## config.mk

```make
export PLATFORM = sky130hd
export DESIGN_NAME = idle_worker_task_dispatcher
export DESIGN_NICKNAME = d
export VERILOG_FILES = /design/src/hdl/idwtd_pkg.sv /design/src/hdl/idwtd_ram.sv /design/src/hdl/idwtd_fifo.sv /design/src/hdl/idwtd_scan.sv /design/src/hdl/idle_worker_task_dispatcher.sv
export SDC_FILE = /design/constraint.sdc
export NUM_CORES = 1
export LEC_CHECK = 0
export ABC_CLOCK_PERIOD_IN_PS = 5330
export BUFFER_PORTS_ARGS = -buffer_cell sky130_fd_sc_hd__buf_4
export CAP_MARGIN = 20
export CORE_MARGIN = 2
export CORE_UTILIZATION = 40
export CTS_CLUSTER_DIAMETER = 50
export DETAILED_ROUTE_END_ITERATION = 10
export GPL_TIMING_DRIVEN = 0
export REMOVE_ABC_BUFFERS = 1
export SYNTH_ARGS = -nofsm -noshare
export SYNTH_HDL_FRONTEND = slang
export SYNTH_SLANG_ARGS = --single-unit
```

## constraint.sdc

```tcl
create_clock -name clk -period 5.33 [get_ports clk]
set_input_delay 0.533 -clock clk [delete_from_list [all_inputs] [get_ports clk]]
set_output_delay 0.533 -clock clk [all_outputs]
set_load 0.05 [all_outputs]
```

## src/hdl/idwtd_pkg.sv

```systemverilog
// ---------------------------------------------------------------------------
// idwtd_pkg
// Types, codes and defaults shared by the idle worker task dispatcher.
// ---------------------------------------------------------------------------
package idwtd_pkg;

	localparam int MAX_WORKERS_DEF  = 16;
	localparam int QUEUE_DEPTH_DEF  = 16;
	localparam int TASK_ID_BITS_DEF = 32;

	localparam int WORKER_W = 4;
	localparam int ID_PORT_W = 32;
	localparam int HANDLE_W = 32;
	localparam int ACTIVE_W = 5;
	localparam int POLLER_W = 5;
	localparam int CFG_IDX_W = 1;
	localparam int CFG_DATA_W = 5;
	// wide enough for every index and count compared in the block
	localparam int CMP_W = 8;

	localparam logic [POLLER_W-1:0] NO_POLLER    = 5'd16;
	localparam logic [ACTIVE_W-1:0] ACTIVE_RESET = 5'd16;

	localparam logic [CFG_IDX_W-1:0] CFG_ACTIVE_WORKERS = 1'd0;
	localparam logic [CFG_IDX_W-1:0] CFG_POLL_BY_IDLE   = 1'd1;

	typedef enum logic [1:0] {
		OP_SUBMIT  = 2'd0,
		OP_FINISH  = 2'd1,
		OP_CLAIM   = 2'd2,
		OP_RELEASE = 2'd3
	} op_t;

	typedef enum logic [2:0] {
		STS_DISPATCHED = 3'd0,
		STS_QUEUED     = 3'd1,
		STS_DROPPED    = 3'd2,
		STS_IDLED      = 3'd3,
		STS_ACK        = 3'd4
	} status_t;

	typedef enum logic [2:0] {
		S_IDLE,
		S_EXEC,
		S_SCAN,
		S_READ,
		S_DONE
	} state_t;

	typedef struct packed {
		logic done;
		logic found;
	} scan_stat_t;

	typedef struct packed {
		logic empty;
		logic full;
	} fifo_stat_t;

endpackage

```

## src/hdl/idwtd_ram.sv

```systemverilog
// ---------------------------------------------------------------------------
// idwtd_ram
// Generic single-write, single-read RAM with registered read data.
// ---------------------------------------------------------------------------
module idwtd_ram #(
	parameter int WIDTH = 64,
	parameter int DEPTH = 16
) (
	input  logic                     clk,
	input  logic                     we,
	input  logic [$clog2(DEPTH)-1:0] waddr,
	input  logic [WIDTH-1:0]         wdata,
	input  logic                     re,
	input  logic [$clog2(DEPTH)-1:0] raddr,
	output logic [WIDTH-1:0]         rdata
);

	logic [WIDTH-1:0] mem_q [DEPTH];
	logic [WIDTH-1:0] rdata_q;

	always_ff @(posedge clk) begin
		if (we) begin
			mem_q[waddr] <= wdata;
		end
		if (re) begin
			rdata_q <= mem_q[raddr];
		end
	end

	assign rdata = rdata_q;

endmodule

```

## src/hdl/idwtd_fifo.sv

```systemverilog
// ---------------------------------------------------------------------------
// idwtd_fifo
// Pending task queue: head pointer and fill count around one RAM.
// ---------------------------------------------------------------------------
module idwtd_fifo #(
	parameter int DEPTH = idwtd_pkg::QUEUE_DEPTH_DEF,
	parameter int DW    = 64
) (
	input  logic                   clk,
	input  logic                   arst_n,
	input  logic                   push,
	input  logic [DW-1:0]          wdata,
	input  logic                   rd_req,
	input  logic                   pop,
	output logic [DW-1:0]          rdata,
	output idwtd_pkg::fifo_stat_t  stat
);

	localparam int AW = $clog2(DEPTH);
	localparam int CW = $clog2(DEPTH + 1);

	logic [AW-1:0] head_q;
	logic [CW-1:0] count_q;
	logic [CW:0]   tail_sum;
	logic [AW-1:0] tail;
	logic [AW:0]   head_inc;

	// head + count stays below twice the depth: one compare and subtract
	always_comb begin
		tail_sum = (CW+1)'(head_q) + (CW+1)'(count_q);
		if (tail_sum >= (CW+1)'(DEPTH)) begin
			tail = AW'(tail_sum - (CW+1)'(DEPTH));
		end else begin
			tail = AW'(tail_sum);
		end
		head_inc = (AW+1)'(head_q) + (AW+1)'(1);
	end

	always_ff @(posedge clk or negedge arst_n) begin
		if (!arst_n) begin
			head_q  <= '0;
			count_q <= '0;
		end else if (push) begin
			count_q <= count_q + CW'(1);
		end else if (pop) begin
			head_q  <= (head_inc == (AW+1)'(DEPTH)) ? '0 : AW'(head_inc);
			count_q <= count_q - CW'(1);
		end
	end

	assign stat.empty = (count_q == '0);
	assign stat.full  = (count_q == CW'(DEPTH));

	idwtd_ram #(
		.WIDTH (DW),
		.DEPTH (DEPTH)
	) u_ram (
		.clk   (clk),
		.we    (push),
		.waddr (tail),
		.wdata (wdata),
		.re    (rd_req),
		.raddr (head_q),
		.rdata (rdata)
	);

endmodule

```

## src/hdl/idwtd_scan.sv

```systemverilog
// ---------------------------------------------------------------------------
// idwtd_scan
// Round-robin idle search: one worker examined per cycle by a shared
// increment-and-wrap unit, the poller held back as last resort.
// ---------------------------------------------------------------------------
module idwtd_scan #(
	parameter int MAX_WORKERS = idwtd_pkg::MAX_WORKERS_DEF
) (
	input  logic                                  clk,
	input  logic                                  arst_n,
	input  logic                                  start,
	input  logic [$clog2(MAX_WORKERS+1)-1:0]      n,
	input  logic [((MAX_WORKERS > 1) ? $clog2(MAX_WORKERS) : 1)-1:0] start_idx,
	input  logic [MAX_WORKERS-1:0]                busy,
	input  logic [idwtd_pkg::POLLER_W-1:0]        poller,
	input  logic                                  poll_mode,
	output idwtd_pkg::scan_stat_t                 stat,
	output logic [((MAX_WORKERS > 1) ? $clog2(MAX_WORKERS) : 1)-1:0] idx,
	output logic [((MAX_WORKERS > 1) ? $clog2(MAX_WORKERS) : 1)-1:0] next_idx
);

	localparam int IW = (MAX_WORKERS > 1) ? $clog2(MAX_WORKERS) : 1;
	localparam int NW = $clog2(MAX_WORKERS + 1);
	localparam int CW = idwtd_pkg::CMP_W;

	logic          run_q;
	logic          done_q;
	logic          found_q;
	logic          seen_q;
	logic [IW-1:0] pos_q;
	logic [NW-1:0] k_q;
	logic [IW-1:0] seen_idx_q;
	logic [IW-1:0] seen_next_q;
	logic [IW-1:0] idx_q;
	logic [IW-1:0] next_q;

	logic [CW-1:0] pos_inc;
	logic [IW-1:0] pos_next;
	logic          idle_here;
	logic          hit_poller;
	logic          take;
	logic          last;

	always_comb begin
		pos_inc    = CW'(pos_q) + CW'(1);
		pos_next   = (pos_inc == CW'(n)) ? '0 : IW'(pos_inc);
		idle_here  = !busy[pos_q];
		hit_poller = poll_mode && (CW'(pos_q) == CW'(poller));
		take       = idle_here && !hit_poller;
		last       = (CW'(k_q) + CW'(1)) == CW'(n);
	end

	always_ff @(posedge clk or negedge arst_n) begin
		if (!arst_n) begin
			run_q   <= 1'b0;
			done_q  <= 1'b0;
			found_q <= 1'b0;
			seen_q  <= 1'b0;
		end else begin
			done_q <= 1'b0;
			if (start) begin
				run_q  <= 1'b1;
				seen_q <= 1'b0;
			end else if (run_q) begin
				if (take) begin
					run_q   <= 1'b0;
					done_q  <= 1'b1;
					found_q <= 1'b1;
				end else if (last) begin
					run_q   <= 1'b0;
					done_q  <= 1'b1;
					found_q <= seen_q || (idle_here && hit_poller);
				end else if (idle_here && hit_poller) begin
					seen_q <= 1'b1;
				end
			end
		end
	end

	always_ff @(posedge clk) begin
		if (start) begin
			pos_q <= start_idx;
			k_q   <= '0;
		end else if (run_q) begin
			pos_q <= pos_next;
			k_q   <= k_q + NW'(1);
			if (idle_here && hit_poller) begin
				seen_idx_q  <= pos_q;
				seen_next_q <= pos_next;
			end
			if (take || (idle_here && hit_poller)) begin
				idx_q  <= pos_q;
				next_q <= pos_next;
			end else if (last) begin
				idx_q  <= seen_idx_q;
				next_q <= seen_next_q;
			end
		end
	end

	assign stat.done  = done_q;
	assign stat.found = found_q;
	assign idx        = idx_q;
	assign next_idx   = next_q;

endmodule

```

## src/hdl/idle_worker_task_dispatcher.sv

```systemverilog
// ---------------------------------------------------------------------------
// idle_worker_task_dispatcher
// Round-robin task dispatch to a worker pool with a queue of pending tasks.
// ---------------------------------------------------------------------------
// One item is handled at a time; in_ready is high only between items, while
// a finished result may still wait in the output register. Each item passes
// through S_EXEC and then S_DONE, which waits for a free output register
// before the return to S_IDLE. A submit runs the idle search in S_SCAN
// between the two, checking one busy bit per cycle; a finish that picks up
// a queued task passes through S_READ for the registered read of the queue
// RAM. The queue RAM is not cleared after reset: its fill count governs
// every read, so the block is ready straight out of reset.
module idle_worker_task_dispatcher #(
	parameter int QUEUE_DEPTH  = idwtd_pkg::QUEUE_DEPTH_DEF,
	parameter int TASK_ID_BITS = idwtd_pkg::TASK_ID_BITS_DEF
) (
	input  logic                                 clk,
	input  logic                                 arst_n,
	input  logic                                 cfg_we,
	input  logic [idwtd_pkg::CFG_IDX_W-1:0]      cfg_index,
	input  logic [idwtd_pkg::CFG_DATA_W-1:0]     cfg_wdata,
	input  logic                                 in_valid,
	output logic                                 in_ready,
	input  logic [1:0]                           operation,
	input  logic [idwtd_pkg::WORKER_W-1:0]       worker,
	input  logic [idwtd_pkg::ID_PORT_W-1:0]      task_id,
	input  logic [idwtd_pkg::HANDLE_W-1:0]       task_handle,
	output logic                                 out_valid,
	input  logic                                 out_ready,
	output logic [2:0]                           status,
	output logic [idwtd_pkg::WORKER_W-1:0]       target_worker,
	output logic [idwtd_pkg::ID_PORT_W-1:0]      out_task_id,
	output logic [idwtd_pkg::HANDLE_W-1:0]       out_task_handle
);

	// pool size is bounded by the four-bit worker ports and the poller code
	localparam int MAX_WORKERS = idwtd_pkg::MAX_WORKERS_DEF;
	localparam int IW   = (MAX_WORKERS > 1) ? $clog2(MAX_WORKERS) : 1;
	localparam int NW   = $clog2(MAX_WORKERS + 1);
	localparam int CW   = idwtd_pkg::CMP_W;
	localparam int ID_W = (TASK_ID_BITS < idwtd_pkg::ID_PORT_W) ?
		TASK_ID_BITS : idwtd_pkg::ID_PORT_W;
	localparam int HW   = idwtd_pkg::HANDLE_W;
	localparam int DW   = ID_W + HW;

	idwtd_pkg::state_t state_q, state_d;

	// configuration
	logic [idwtd_pkg::ACTIVE_W-1:0] active_q;
	logic                           poll_mode_q;

	// dispatcher state
	logic [MAX_WORKERS-1:0]         busy_q;
	logic [IW-1:0]                  search_q;
	logic [idwtd_pkg::POLLER_W-1:0] poller_q;

	// item being worked on
	idwtd_pkg::op_t                 op_q;
	logic [idwtd_pkg::WORKER_W-1:0] wrk_q;
	logic [ID_W-1:0]                tid_q;
	logic [HW-1:0]                  th_q;

	// result waiting for the output register
	idwtd_pkg::status_t             res_status_q;
	logic [idwtd_pkg::WORKER_W-1:0] res_target_q;
	logic [ID_W-1:0]                res_id_q;
	logic [HW-1:0]                  res_th_q;

	// output register
	logic                           out_valid_q;
	idwtd_pkg::status_t             out_status_q;
	logic [idwtd_pkg::WORKER_W-1:0] out_target_q;
	logic [ID_W-1:0]                out_id_q;
	logic [HW-1:0]                  out_th_q;

	logic [NW-1:0]         n_w;
	logic [IW-1:0]         start_idx;
	logic [IW-1:0]         wrk_idx;
	logic                  w_ok;
	logic                  out_free;

	idwtd_pkg::scan_stat_t scan_stat;
	logic [IW-1:0]         scan_idx;
	logic [IW-1:0]         scan_next;
	idwtd_pkg::fifo_stat_t fifo_stat;
	logic [DW-1:0]         fifo_rdata;

	logic scan_start;
	logic fifo_rd;
	logic fifo_pop;
	logic fifo_push;
	logic load_out;

	// worker count clamped to 1 .. MAX_WORKERS
	always_comb begin
		if (active_q == '0) begin
			n_w = NW'(1);
		end else if (CW'(active_q) > CW'(MAX_WORKERS)) begin
			n_w = NW'(MAX_WORKERS);
		end else begin
			n_w = NW'(active_q);
		end
		start_idx = (CW'(search_q) < CW'(n_w)) ? search_q : '0;
		wrk_idx   = IW'(wrk_q);
		w_ok      = CW'(wrk_q) < CW'(n_w);
		out_free  = !out_valid_q || out_ready;
	end

	// next state
	always_comb begin
		state_d = state_q;
		case (state_q)
			idwtd_pkg::S_IDLE: begin
				if (in_valid) begin
					state_d = idwtd_pkg::S_EXEC;
				end
			end
			idwtd_pkg::S_EXEC: begin
				case (op_q)
					idwtd_pkg::OP_SUBMIT: state_d = idwtd_pkg::S_SCAN;
					idwtd_pkg::OP_FINISH: begin
						state_d = (w_ok && !fifo_stat.empty) ?
							idwtd_pkg::S_READ : idwtd_pkg::S_DONE;
					end
					default: state_d = idwtd_pkg::S_DONE;
				endcase
			end
			idwtd_pkg::S_SCAN: begin
				if (scan_stat.done) begin
					state_d = idwtd_pkg::S_DONE;
				end
			end
			idwtd_pkg::S_READ: state_d = idwtd_pkg::S_DONE;
			idwtd_pkg::S_DONE: begin
				if (out_free) begin
					state_d = idwtd_pkg::S_IDLE;
				end
			end
			default: state_d = idwtd_pkg::S_IDLE;
		endcase
	end

	// sequencer outputs
	always_comb begin
		in_ready   = (state_q == idwtd_pkg::S_IDLE);
		scan_start = (state_q == idwtd_pkg::S_EXEC) && (op_q == idwtd_pkg::OP_SUBMIT);
		fifo_rd    = (state_q == idwtd_pkg::S_EXEC) && (op_q == idwtd_pkg::OP_FINISH) &&
			w_ok && !fifo_stat.empty;
		fifo_pop   = (state_q == idwtd_pkg::S_READ);
		fifo_push  = (state_q == idwtd_pkg::S_SCAN) && scan_stat.done && !scan_stat.found &&
			!fifo_stat.full;
		load_out   = (state_q == idwtd_pkg::S_DONE) && out_free;
	end

	always_ff @(posedge clk or negedge arst_n) begin
		if (!arst_n) begin
			state_q     <= idwtd_pkg::S_IDLE;
			active_q    <= idwtd_pkg::ACTIVE_RESET;
			poll_mode_q <= 1'b0;
			busy_q      <= '0;
			search_q    <= '0;
			poller_q    <= idwtd_pkg::NO_POLLER;
			out_valid_q <= 1'b0;
		end else begin
			state_q <= state_d;
			if (cfg_we) begin
				case (cfg_index)
					idwtd_pkg::CFG_ACTIVE_WORKERS: active_q <= cfg_wdata;
					idwtd_pkg::CFG_POLL_BY_IDLE:   poll_mode_q <= cfg_wdata[0];
					default: ;
				endcase
			end
			case (state_q)
				idwtd_pkg::S_EXEC: begin
					case (op_q)
						idwtd_pkg::OP_FINISH: begin
							// nothing queued: the worker goes idle
							if (w_ok && fifo_stat.empty) begin
								busy_q[wrk_idx] <= 1'b0;
							end
						end
						idwtd_pkg::OP_CLAIM:   poller_q <= idwtd_pkg::POLLER_W'(wrk_q);
						idwtd_pkg::OP_RELEASE: poller_q <= idwtd_pkg::NO_POLLER;
						default: ;
					endcase
				end
				idwtd_pkg::S_SCAN: begin
					if (scan_stat.done) begin
						if (scan_stat.found) begin
							busy_q[scan_idx] <= 1'b1;
							search_q         <= scan_next;
						end else begin
							search_q <= '0;
						end
					end
				end
				idwtd_pkg::S_READ: busy_q[wrk_idx] <= 1'b1;
				default: ;
			endcase
			if (load_out) begin
				out_valid_q <= 1'b1;
			end else if (out_ready) begin
				out_valid_q <= 1'b0;
			end
		end
	end

	always_ff @(posedge clk) begin
		if (in_valid && in_ready) begin
			op_q  <= idwtd_pkg::op_t'(operation);
			wrk_q <= worker;
			tid_q <= task_id[ID_W-1:0];
			th_q  <= task_handle;
		end
		case (state_q)
			idwtd_pkg::S_EXEC: begin
				res_target_q <= '0;
				res_id_q     <= '0;
				res_th_q     <= '0;
				if (op_q == idwtd_pkg::OP_FINISH && w_ok) begin
					res_status_q <= idwtd_pkg::STS_IDLED;
				end else begin
					res_status_q <= idwtd_pkg::STS_ACK;
				end
			end
			idwtd_pkg::S_SCAN: begin
				if (scan_stat.done) begin
					if (scan_stat.found) begin
						res_status_q <= idwtd_pkg::STS_DISPATCHED;
						res_target_q <= idwtd_pkg::WORKER_W'(scan_idx);
						res_id_q     <= tid_q;
						res_th_q     <= th_q;
					end else begin
						res_status_q <= fifo_stat.full ? idwtd_pkg::STS_DROPPED :
							idwtd_pkg::STS_QUEUED;
					end
				end
			end
			idwtd_pkg::S_READ: begin
				res_status_q <= idwtd_pkg::STS_DISPATCHED;
				res_target_q <= wrk_q;
				res_id_q     <= fifo_rdata[DW-1:HW];
				res_th_q     <= fifo_rdata[HW-1:0];
			end
			default: ;
		endcase
		if (load_out) begin
			out_status_q <= res_status_q;
			out_target_q <= res_target_q;
			out_id_q     <= res_id_q;
			out_th_q     <= res_th_q;
		end
	end

	idwtd_scan #(
		.MAX_WORKERS (MAX_WORKERS)
	) u_scan (
		.clk       (clk),
		.arst_n    (arst_n),
		.start     (scan_start),
		.n         (n_w),
		.start_idx (start_idx),
		.busy      (busy_q),
		.poller    (poller_q),
		.poll_mode (poll_mode_q),
		.stat      (scan_stat),
		.idx       (scan_idx),
		.next_idx  (scan_next)
	);

	idwtd_fifo #(
		.DEPTH (QUEUE_DEPTH),
		.DW    (DW)
	) u_fifo (
		.clk    (clk),
		.arst_n (arst_n),
		.push   (fifo_push),
		.wdata  ({tid_q, th_q}),
		.rd_req (fifo_rd),
		.pop    (fifo_pop),
		.rdata  (fifo_rdata),
		.stat   (fifo_stat)
	);

	assign out_valid       = out_valid_q;
	assign status          = out_status_q;
	assign target_worker   = out_target_q;
	assign out_task_id     = idwtd_pkg::ID_PORT_W'(out_id_q);
	assign out_task_handle = out_th_q;

endmodule

```

==> Word-level counts from Yosys, hierarchy flattened <==
Memory sizes are Yosys's and may differ from the RTL's. A register that Yosys moved wholly into a read port is not among the register bits.
Index checks and enable logic that the tools add are counted.
{ "word_totals": {"ff_bits": 285, "ramBits": 1024, "out_inout_bits": 73, "wordCells": 193, "mem_count": 1} }
{ "op_classes": {"n_addsub": 8, "order_cmp": 9, "eq_ne": 20, "mux": 66, "n_bitwise": 7, "reduce_logical": 51} }
{ "memory_table": {"columns": ["name", "words", "width", "rd", "rd_clocked_by_memory_dff", "wr", "line_no", "rtl"], "rows": [
  ["u_fifo.u_ram.mem_q", 16, 64, 1, 1, 1, "idwtd_ram.sv:18", "logic [WIDTH-1:0] mem_q [DEPTH];"]
]} }
{ "ops": {"columns": ["op", "count"], "rows": [
  ["$pmux W32 S3", 2],
  ["$mux W32", 4],
  ["$mux W16", 4],
  ["$mux W4", 13],
  ["$pmux W16 S3", 1],
  ["$or A16 B16 Y16", 2],
  ["$mux W1", 22],
  ["$mux W5", 4],
  ["$mux W3", 6],
  ["$logic_and A1 B1 Y1", 17],
  ["$and A16 B16 Y16", 1],
  ["$eq A8 B5 Y1", 2],
  ["$not A16 Y16", 1],
  ["$lt A4 B5 Y1 const B", 3],
  ["$pmux W3 S5", 1],
  ["$reduce_and A3 Y1", 5],
  ["$reduce_bool A2 Y1", 7],
  ["$pmux W4 S3", 1],
  ["$reduce_and A2 Y1", 6],
  ["$add A4 B1 Y5 const B", 2],
  ["$add A5 B1 Y5 const B", 2],
  ["$eq A5 B5 Y1 const B", 2],
  ["$logic_not A5 Y1", 2],
  ["$lt A4 B5 Y1", 2],
  ["29 further kinds", 49]
]} }

==> Logic depth before layout (Yosys ltp) <==
Gate-level depths: netlist (run 1).
{ "logic_depth": {"ltp_word": 9, "mapped_depth": 10, "depth_no_buf": 9} }

==> Cells and area by module <==
A second synthesis (run 1) with hierarchy kept.
{ "unflattened": {"cells_unflattened": 2473, "area_unflattened_um2": 52073.7} }
{ "modules_own_cells": {"columns": ["mod", "n_inst", "cells_each", "area_per_inst_um2", "seq_area_each_um2"], "rows": [
  ["idwtd_ram", 1, 1647, 40222.3, 32671.3],
  ["idle_worker_task_dispatcher", 1, 632, 9600.5, 7244.4],
  ["idwtd_scan", 1, 136, 1651.6, 800.8],
  ["idwtd_fifo", 1, 58, 599.3, 225.2]
]} }

==> Least setup slack after synthesis (run 1) <==
No wires, ideal clock.
{ "synth_timing": {"path_kind": "register to register", "startpoint": "reg state_q[2]", "endpoint": "mem u_fifo.u_ram.mem_q[0][0], enable pin", "setup_ps": 486, "arrival_ps": 4473, "required_ps": 4844, "slack_ps": 371, "path_stages_with_launch": 8, "synth_period_minus_slack_ps": 4959, "path_cell_list": "dfrtp_1 clkbuf_1 and2b_1 nand3b_1 nor3_2 inv_2 or3_1 nor2_1"} }
{ "synth_between": {"elab_chain_len": 6} }
{ "synth_lines": {"columns": ["element", "line_no", "rtl"], "rows": [
  ["from (decl)", "idle_worker_task_dispatcher.sv:46", "idwtd_pkg::state_t state_q, state_d;"],
  ["from (signal assigned)", "idle_worker_task_dispatcher.sv:157", "state_q <= idwtd_pkg::S_IDLE;"],
  ["from (signal assigned)", "idle_worker_task_dispatcher.sv:165", "state_q <= state_d;"],
  ["$eq A3 B2 Y1", "idle_worker_task_dispatcher.sv:150", "fifo_push = (state_q == idwtd_pkg::S_SCAN) && scan_stat.done && !scan_stat.found &&"],
  ["$logic_and A1 B1 Y1 (3 in a row)", "idle_worker_task_dispatcher.sv:150", null],
  ["$mux W1", "idwtd_ram.sv:22", "if (we) begin"],
  ["$mux W1 (not written as such)", "idwtd_ram.sv:23", "mem_q[waddr] <= wdata;"],
  ["to (decl)", "idwtd_ram.sv:18", null]
]} }
Every way passes these cells.

==> Worst setup path in the final report (run 1) <==
{ "layout_timing": {"startpoint": "reg state_q[0]", "endpoint": "mem u_fifo.u_ram.mem_q[12][41], enable pin"} }
Same word-level chain as after synthesis.

==> results of run 1 <==
==> area by class of cell <==
| type | count | area, sq um |
|---|---|---|
| Clock buffer | 181 | 3976 |
| Clock inverter | 88 | 1010 |
| Fill cell | 10425 | 66470 |
| Inverter | 5 | 23.77 |
| Multi-Input combinational cell | 804 | 10620 |
| Sequential cell | 1373 | 40960 |
| Tap cell | 1742 | 2180 |
| Timing Repair Buffer | 312 | 3916 |
==> sequential cells by signal, summed over array words and instances, names as in the netlist, 5 cells and up <==
| name | count |
|---|---|
| active_q | 5 |
| busy_q | 16 |
| out_task_handle | 32 |
| out_task_id | 32 |
| poller_q | 5 |
| res_id_q | 32 |
| res_th_q | 32 |
| th_q | 32 |
| tid_q | 32 |
| u_fifo.count_q | 5 |
| u_fifo.u_ram.mem_q | 1024 |
| u_fifo.u_ram.rdata | 64 |
| u_scan.k_q | 5 |
==> kinds of logic (layout without fill, tap and decap cells) <==
group | Yosys count | count (layout) | synth area share (%)
flops | 1373 | 1373 | 78.87
mux | 407 | 407 | 15.68
simple gates | 256 | 256 | 2.297
buf+inv | 117 | 586 | 0.9520
compound gates | 92 | 92 | 1.200
xor+xnor | 32 | 32 | 0.5664
fa+ha+maj | 17 | 17 | 0.4387
==> per-layer routing <==
layer | wire length (um) | vias to the layer above
li1 | - | 10317
met1 | 51430 | 13043
met2 | 57360 | 898
met3 | 7927 | 189
met4 | 2668 | 2
met5 | 13 | -
==> cell usage in the layout (no fill, tap or decap), types with 6 or more instances in the layout <==
cell type and n:
edfxtp_1 1320, mux4_2 324, clkbuf_16 155, buf_4 153
nor2_1 88, dlygate4sd3_1 74, mux2i_1 73, nand2_1 52
buf_16 45, dfrtp_1 41, buf_12 39, nand3_1 26
clkbuf_1 26, clkinv_2 25, clkinv_1 23, a21oi_1 21
o21ai_0 20, xnor2_1 18, nand2b_1 17, nor2_4 16
bufinv_16 16, ha_1 15, xor2_1 13, nor2b_1 11
mux2_2 10, a21o_1 9, nor3_1 8, o31ai_1 8
clkinv_4 8, and2_1 6, o22ai_1 6, inv_6 6
==> through the flow <==
step	std cells	worst slack, ns
floorplan	2182	-9.181
global placement	4077	-17.96
detailed placement	4161	1.006
CTS	4504	0.9922
global route	4505	0.8094
finish	4505	1.084
==> power groups by stage <==
stage	sequential [mW]	combinational, mW	clock [mW]
floorplan	15.0	4.26	0
global placement	15.0	5.01	0
detailed placement	14.4	6.20	0
CTS	14.2	6.26	10.6
global route	14.3	6.59	11.0
finish	14.2	6.12	10.4
==> worst min-delay path by stage <==
stage | start | endpoint
after global placement | res_th_q[8] | out_task_handle[8]
after floorplan | arst_n | active_q[0]
after global routing | worker[1] | wrk_idx[1]
final | worker[1] | wrk_idx[1]
after detailed placement | res_th_q[0] | out_task_handle[0]
after CTS | cfg_wdata[2] | active_q[2]
==> impl_metrics.sql, run 1 <==
INSERT INTO impl_metrics (metric_group, metric, value, unit) VALUES
('run_status', 'status', 'finished clean', ''),
('setup_path', 'timing.critical_path.required', '5.78', 'ns'),
('grt', 'initial_antenna_violation_count', '2', ''),
('place', 'place.port_buffers', '153', ''),
('grt', 'grt_start_max_net_pins', '62', ''),
('clock_tree', 'cts-root-buf', 'clkbuf_16', ''),
('final_layout', 'areaGrowthSynthToFinish', '20.75', '%'),
('place', 'place_congestion', '0.8006', ''),
('grt', 'grt.overflow.total', '0', ''),
('timing', 'setup_violations', '0', ''),
('yosys', 'post_synth_main_area_contributors', 'edfxtp_1, mux4_2, dfrtp_1, mux2i_1, nor2_1', ''),
('timing', 'timing.final.hold_violations', '0', ''),
('worst_hold_path', 'hold-path-cell-count', '1', ''),
('setup_path', 'crit_start', 'state_q[0]', ''),
('floorplanning', 'die_area', '132700', 'sq um'),
('setup_path', 'endpoint_kind', 'flip-flop', ''),
('grt', 'grt.met3_usage', '3.657', '%'),
('power', 'share_clk_of_total_power', '33.8', '%'),
('yosys', 'yosysWarningCount', '0', ''),
('setup_path', 'worst_setup_endpoint', 'u_fifo.u_ram.mem_q[12][41]', ''),
('power', 'part_of_the_power_in_registers', '46.2', '%'),
('setup_path', 'worst-endpoint-arrival', '4.69', 'ns'),
('clock_tree', 'post-cts-setup-buffer-count', '0', ''),
('yosys', 'synth_cells', '2294', ''),
('final_layout', 'finalInstanceArea', '62690', 'sq um'),
('yosys', 'postSynth.asyncResetShare', '3.496', '%'),
('grt', 'global_routing_usage_on_met1', '25.93', '%'),
('timing', 'final_period_minus_worst_setup_slack', '4.246', 'ns'),
('power', 'overall_power_of_the_completed_layout', '30.68', 'mW'),
('yosys', 'synth_top_area_cell', 'edfxtp_1', ''),
('yosys', 'synthFlopType', 'edfxtp_1', ''),
('yosys', 'synth_seq_area_share', '78.87', '%'),
('yosys', 'synth.cell_area', '51910', 'sq um'),
('setup_path', 'critPathLaunchType', 'flip-flop', ''),
('power', 'cellLeakagePower', '20.06', 'nW'),
('power', 'ir_drop', '0.3373', 'mV'),
('setup_path', 'timing_worst_setup_path_type', 'flip-flop to flip-flop', ''),
('clock_tree', 'hold_buffers', '74', ''),
('clock_tree', 'clkLatencyLatePin', '0.76', 'ns'),
('clock_tree', 'max-clock-path-buffers', '3', ''),
('setup_path', 'r2r-start', 'state_q[0]', ''),
('setup_path', 'path_cells', 'buf_16, nand3b_1, nor3_2, inv_2, or3_1, nor2_4, buf_16, buf_16, buf_16', ''),
('worst_hold_path', 'hold_path.class', 'input port to flip-flop', ''),
('grt', 'top_usage_layer', 'met2', ''),
('routing', 'detail_route.first_pass.iterations', '5', ''),
('grt', 'vias_in_the_first_global_route', '25663', ''),
('final_layout', 'finish.utilization', '48.54', '%'),
('routing', 'routed_wl', '119.4', 'mm'),
('timing', 'relSlewSlack', '35.21', '%'),
('power', 'power_report.internal_total', '22.33', 'mW'),
('setup_path', 'cp_num_cells', '9', ''),
('grt', 'grt_pass1_wl', '174.4', 'mm'),
('floorplanning', 'rows', '132', ''),
('timing', 'timing.hold.ws', '0.02873', 'ns'),
('grt', 'grt_usage', '18.27', '%'),
('clock_tree', 'htree_num_levels', '4', ''),
('setup_path', 'worst_r2r_endpoint', 'u_fifo.u_ram.mem_q[12][41]', ''),
('floorplanning', 'io_pins', '154', ''),
('final_layout', 'share_of_post_route_cells_with_drive_strength_above_1', '29.93', '%'),
('yosys', 'synthDistinctLibCells', '57', ''),
('routing', 'drt_first_iter_violations', '2260', ''),
('routing', 'vias_per_cell', '5.427', ''),
('timing', 'period_share', '79.66', '%'),
('power', 'power_frac_comb', '19.9', '%'),
('clock_tree', 'postCtsResizedCells', '0', ''),
('floorplanning', 'fp.dieH', '364.3', 'um'),
('yosys', 'synth_enable_flop_cells', '1320', ''),
('final_layout', 'number_of_inserted_diodes', '0', ''),
('setup_path', 'slowest_delay', '0.78', 'ns'),
('setup_path', 'r2r_slack', '1.08', 'ns'),
('final_layout', 'nets', '2746', '');
Note: power is estimated with default switching activity, not from simulation.
==> inputs of run 2 (changes only) <==
Settings changed: ABC_AREA from default to 1, ABC_CLOCK_PERIOD_IN_PS 5330 to 4300.
Clock period 5.33 ns to 4.3 ns, I/O delays scaled along.
==> run 2 against run 1 <==
Compared with the run above: worst setup slack worse by 0.96 ns; sequential cell count stayed put; synthesized area up 2.5%; clock skew shrank 0.0024 ns; sequential share of layout area fell by 1.2 points; register-to-register slack got worse by 0.96 ns; maximum frequency up 1.6%; sequential power increased by 24%; first-iteration DRC count is 44% higher; core utilization shrank 0.10 points; count of clock-buffer cells in the layout up 6; critical path type unchanged; highest routed layer is now met4.
==> impl_metrics.sql, run 2 <==
INSERT INTO impl_metrics (metric_group, metric, value, unit) VALUES
('setup_path', 'timing_worst_setup_path_type', 'flip-flop to flip-flop', ''),
('worst_hold_path', 'hold_path.class', 'input port to flip-flop', ''),
('timing', 'postLayoutSetupSlackWorst', '0.1209', 'ns'),
('setup_path', 'worst-path-buf-inv', '5', ''),
('clock_tree', 'max-clock-path-buffers', '3', ''),
('yosys', 'synth.area.mux_share', '3.597', '%'),
('yosys', 'post_synthesis_sequential_element_count', '1373', ''),
('clock_tree', 'htree_num_levels', '4', ''),
('final_layout', 'post_layout_nonfiller_instances', '5673', ''),
('routing', 'detailed_route_via_count', '31022', ''),
('final_layout', 'share_of_post_route_cells_with_drive_strength_above_1', '13.60', '%'),
('place', 'place.port_buffers', '153', ''),
('yosys', 'post_synth_main_area_contributors', 'edfxtp_1, mux2i_1, nor2_1, o221ai_1, o21ai_0', ''),
('yosys', 'synthDistinctLibCells', '46', ''),
('power', 'power-per-cell-area', '624.1', 'nW/um^2'),
('yosys', 'yosys.cell_count.top_type', 'edfxtp_1', ''),
('yosys', 'synth_seq_area_share', '76.97', '%'),
('power', 'cellLeakagePower', '21.50', 'nW'),
('yosys', 'synth_area_per_cell', '15.09', 'sq um'),
('clock_tree', 'cts-root-buf', 'clkbuf_16', ''),
('timing', 'relSlewSlack', '30.63', '%'),
('yosys', 'synth_top_area_cell', 'edfxtp_1', ''),
('timing', 'fmax', '239.3', 'MHz'),
('place', 'hpwlAfterDp', '72.29', 'mm'),
('yosys', 'synth_cells', '3524', ''),
('final_layout', 'final_common_cell', 'edfxtp_1', ''),
('routing', 'routed_wl', '129.4', 'mm'),
('clock_tree', 'tritoncts_clock_tree', 'done', ''),
('final_layout', 'largest_register_ffs', '1024', ''),
('routing', 'route.detailed.drc', '0', ''),
('routing', 'vias_per_cell', '5.468', ''),
('timing', 'setup_violations', '0', ''),
('final_layout', 'highest_count_cells_in_the_layout_ignoring_fill_and_taps', 'edfxtp_1, nor2_1, o21ai_0', ''),
('clock_tree', 'postCtsResizedCells', '0', ''),
('timing', 'final_period_minus_worst_setup_slack', '4.179', 'ns'),
('setup_path', 'cpLargestDelayFamily', 'buffers and inverters', ''),
('grt', 'vias_in_the_first_global_route', '29937', ''),
('run_status', 'status', 'finished clean', ''),
('setup_path', 'timing.critical_path.required', '4.77', 'ns'),
('clock_tree', 'cts_num_sinks', '1373', ''),
('yosys', 'synth_enable_flop_cells', '1320', ''),
('clock_tree', 'clkTransAtPathRegs', '0.06', 'ns'),
('power', 'ir_drop', '0.4364', 'mV'),
('yosys', 'synth_adder_area_share', '0.4281', '%'),
('grt', 'grt_pass1_wl', '191.1', 'mm'),
('timing', 'timing.final.hold_violations', '0', ''),
('clock_tree', 'cts-buffers-inserted', '154', ''),
('setup_path', 'slowest_delay', '0.66', 'ns'),
('yosys', 'synthFlopType', 'edfxtp_1', ''),
('setup_path', 'timing.critical_path.fanout_max', '62', ''),
('routing', 'drt_first_iter_violations', '3260', ''),
('floorplanning', 'die_width', '368.7', 'um'),
('final_layout', 'nets', '3896', ''),
('grt', 'grt_usage', '18.77', '%'),
('setup_path', 'crit_top_cell', 'buf_16', ''),
('clock_tree', 'clkLatencyLatePin', '0.80', 'ns'),
('place', 'dp_slack', '-0.02405', 'ns'),
('yosys', 'netlist_top_cells_count', 'edfxtp_1, nor2_1, o21ai_0', ''),
('final_layout', 'register_containing_the_most_flip_flops_in_the_final_layout', 'u_fifo.u_ram.mem_q', ''),
('yosys', 'synth_top_area_share', '74.52', '%'),
('timing', 'max_slew.worst_pin.slew', '1.040', 'ns'),
('grt', 'initial_antenna_violation_count', '1', ''),
('setup_path', 'critPathLaunchType', 'flip-flop', ''),
('floorplanning', 'rows', '133', ''),
('routing', 'antenna_violating_nets_post_route', '0', ''),
('final_layout', 'areaGrowthSynthToFinish', '20.02', '%'),
('job', 'drv.max_cap_violation_count', '0', ''),
('yosys', 'synth_top_family_by_area', 'compound AO/OA/AOI/OAI gates', ''),
('yosys', 'compound_gate_fraction_of_synth_area', '9.452', '%'),
('routing', 'detail_route.first_pass.iterations', '6', ''),
('routing', 'avgRoutedWirePerCell', '22.81', 'um'),
('yosys', 'synth.cell_area', '53190', 'sq um'),
('final_layout', 'number_of_inserted_diodes', '0', ''),
('yosys', 'postSynth.asyncResetShare', '3.496', '%'),
('timing', 'slew_viol_final', '0', ''),
('yosys', 'yosysWarningCount', '0', ''),
('setup_path', 'path_cells', 'buf_16, buf_16, ha_1, fa_1, xnor2_1, nand2_1, nor2_4, buf_16, buf_16, buf_12', ''),
('timing', 'worst_clock_skew', '0.05009', 'ns'),
('setup_path', 'worst-endpoint-arrival', '4.65', 'ns'),
('grt', 'grt_start_max_net_pins', '114', ''),
('yosys', 'post_synth_xor_area_fraction', '0.2305', '%'),
('setup_path', 'timing.critical_path.slowest_stage_cell', 'dfrtp_4', ''),
('floorplanning', 'floorplan.initialDensity', '40.36', '%'),
('place', 'place_congestion', '0.8193', ''),
('grt', 'grt.overflow.total', '0', ''),
('place', 'post-place-cells', '5300', ''),
('timing', 'period_share', '97.19', '%'),
('setup_path', 'endpoint_kind', 'flip-flop', ''),
('power', 'overall_power_of_the_completed_layout', '39.84', 'mW'),
('floorplanning', 'die_area', '135900', 'sq um'),
('floorplanning', 'coreArea', '131800', 'sq um'),
('floorplanning', 'fp.dieH', '368.7', 'um'),
('yosys', 'yosys.area_share.simple', '6.782', '%'),
('floorplanning', 'io_pins', '154', ''),
('setup_path', 'r2r_slack', '0.12', 'ns');
run 2: cell count changes after synthesis, sizes merged, moves of 117 or more:
cell	change
mux4	-324
o21ai	+278
nor2	+380
o221ai	+189
nand2	+175
mux2i	+117
run 2: path summary, 6_finish.rpt:
check / from / end / depth (start not counted)
worst max-delay path: u_fifo.head_q[0] / u_fifo.u_ram.mem_q[10][46] / 10
worst min register to register: res_th_q[6] / out_task_handle[6] / 0
worst min-delay path: in_valid / op_q[0] / 3
max in group asynchronous: arst_n / u_fifo.head_q[2] / 2
worst max register to register: u_fifo.head_q[0] / u_fifo.u_ram.mem_q[10][46] / 10
min in group asynchronous: arst_n / state_q[0] / 2
run 2: what timing repair did:
item,in CTS,in global routing
hold buffers,79,0
endpoints found under the hold margin,124,0
endpoints found under the setup margin,15,125
pin swaps,1,7
buffers inserted,3,15
run 2: power by group:
group	total [mW]	internal, mW	switching (mW)
Sequential	17.6	16.4	1.16
Clock	12.9	7.48	5.40
Combinational	9.35	3.19	6.16
Total	39.8	27.1	12.7
run 2: cell type report:
class,count,area [sq um]
flip-flops and latches,1373,40960
fillers,11076,67960
repair buffers,339,4222
multi-input cells,1835,11040
well taps,1755,2196
inverters,95,379.1
clock buffers,187,4051
clock inverters,89,992.2
run 2: metrics by stage:
stage               cell area [sq um]  utilization, %  hold slack (ns)  setup TNS [ns]
global placement                55540           42.14           0.4013               -
detailed placement              57800           43.86           0.4045         -0.3350
global route                    63840           48.43           0.1034         -0.4405
CTS                             63670           48.31          0.06253               0
finish                          63840           48.43           0.1204               0
floorplan                       52200               -           0.1344               -
run 2: tightest hold or removal path, stage by stage:
cell    delay, ns
buf_4        0.10
inv_1        0.11
nor2_4       0.08
run 2: layer usage:
metal | wire (um) | vias up | track usage [%] | share of wire (%)
li1 | - | 14109 | - | -
met1 | 57650 | 15673 | 26.57 | 45
met2 | 61120 | 1070 | 30.04 | 47
met3 | 8197 | 170 | 3.047 | 6.3
met4 | 2423 | 0 | 5.283 | 1.9
met5 | 0 | - | 0 | 0
run 2: cells by family (layout without fill, tap and decap cells):
group	Yosys count	in the layout
AOI/OAI and AO/OA	734	734
xor gates and xnor gates	14	14
adders and majority gates	17	17
buffers and inverters	316	710
DFF	1373	1373
muxes	191	191
and+or+nand+nor	879	879
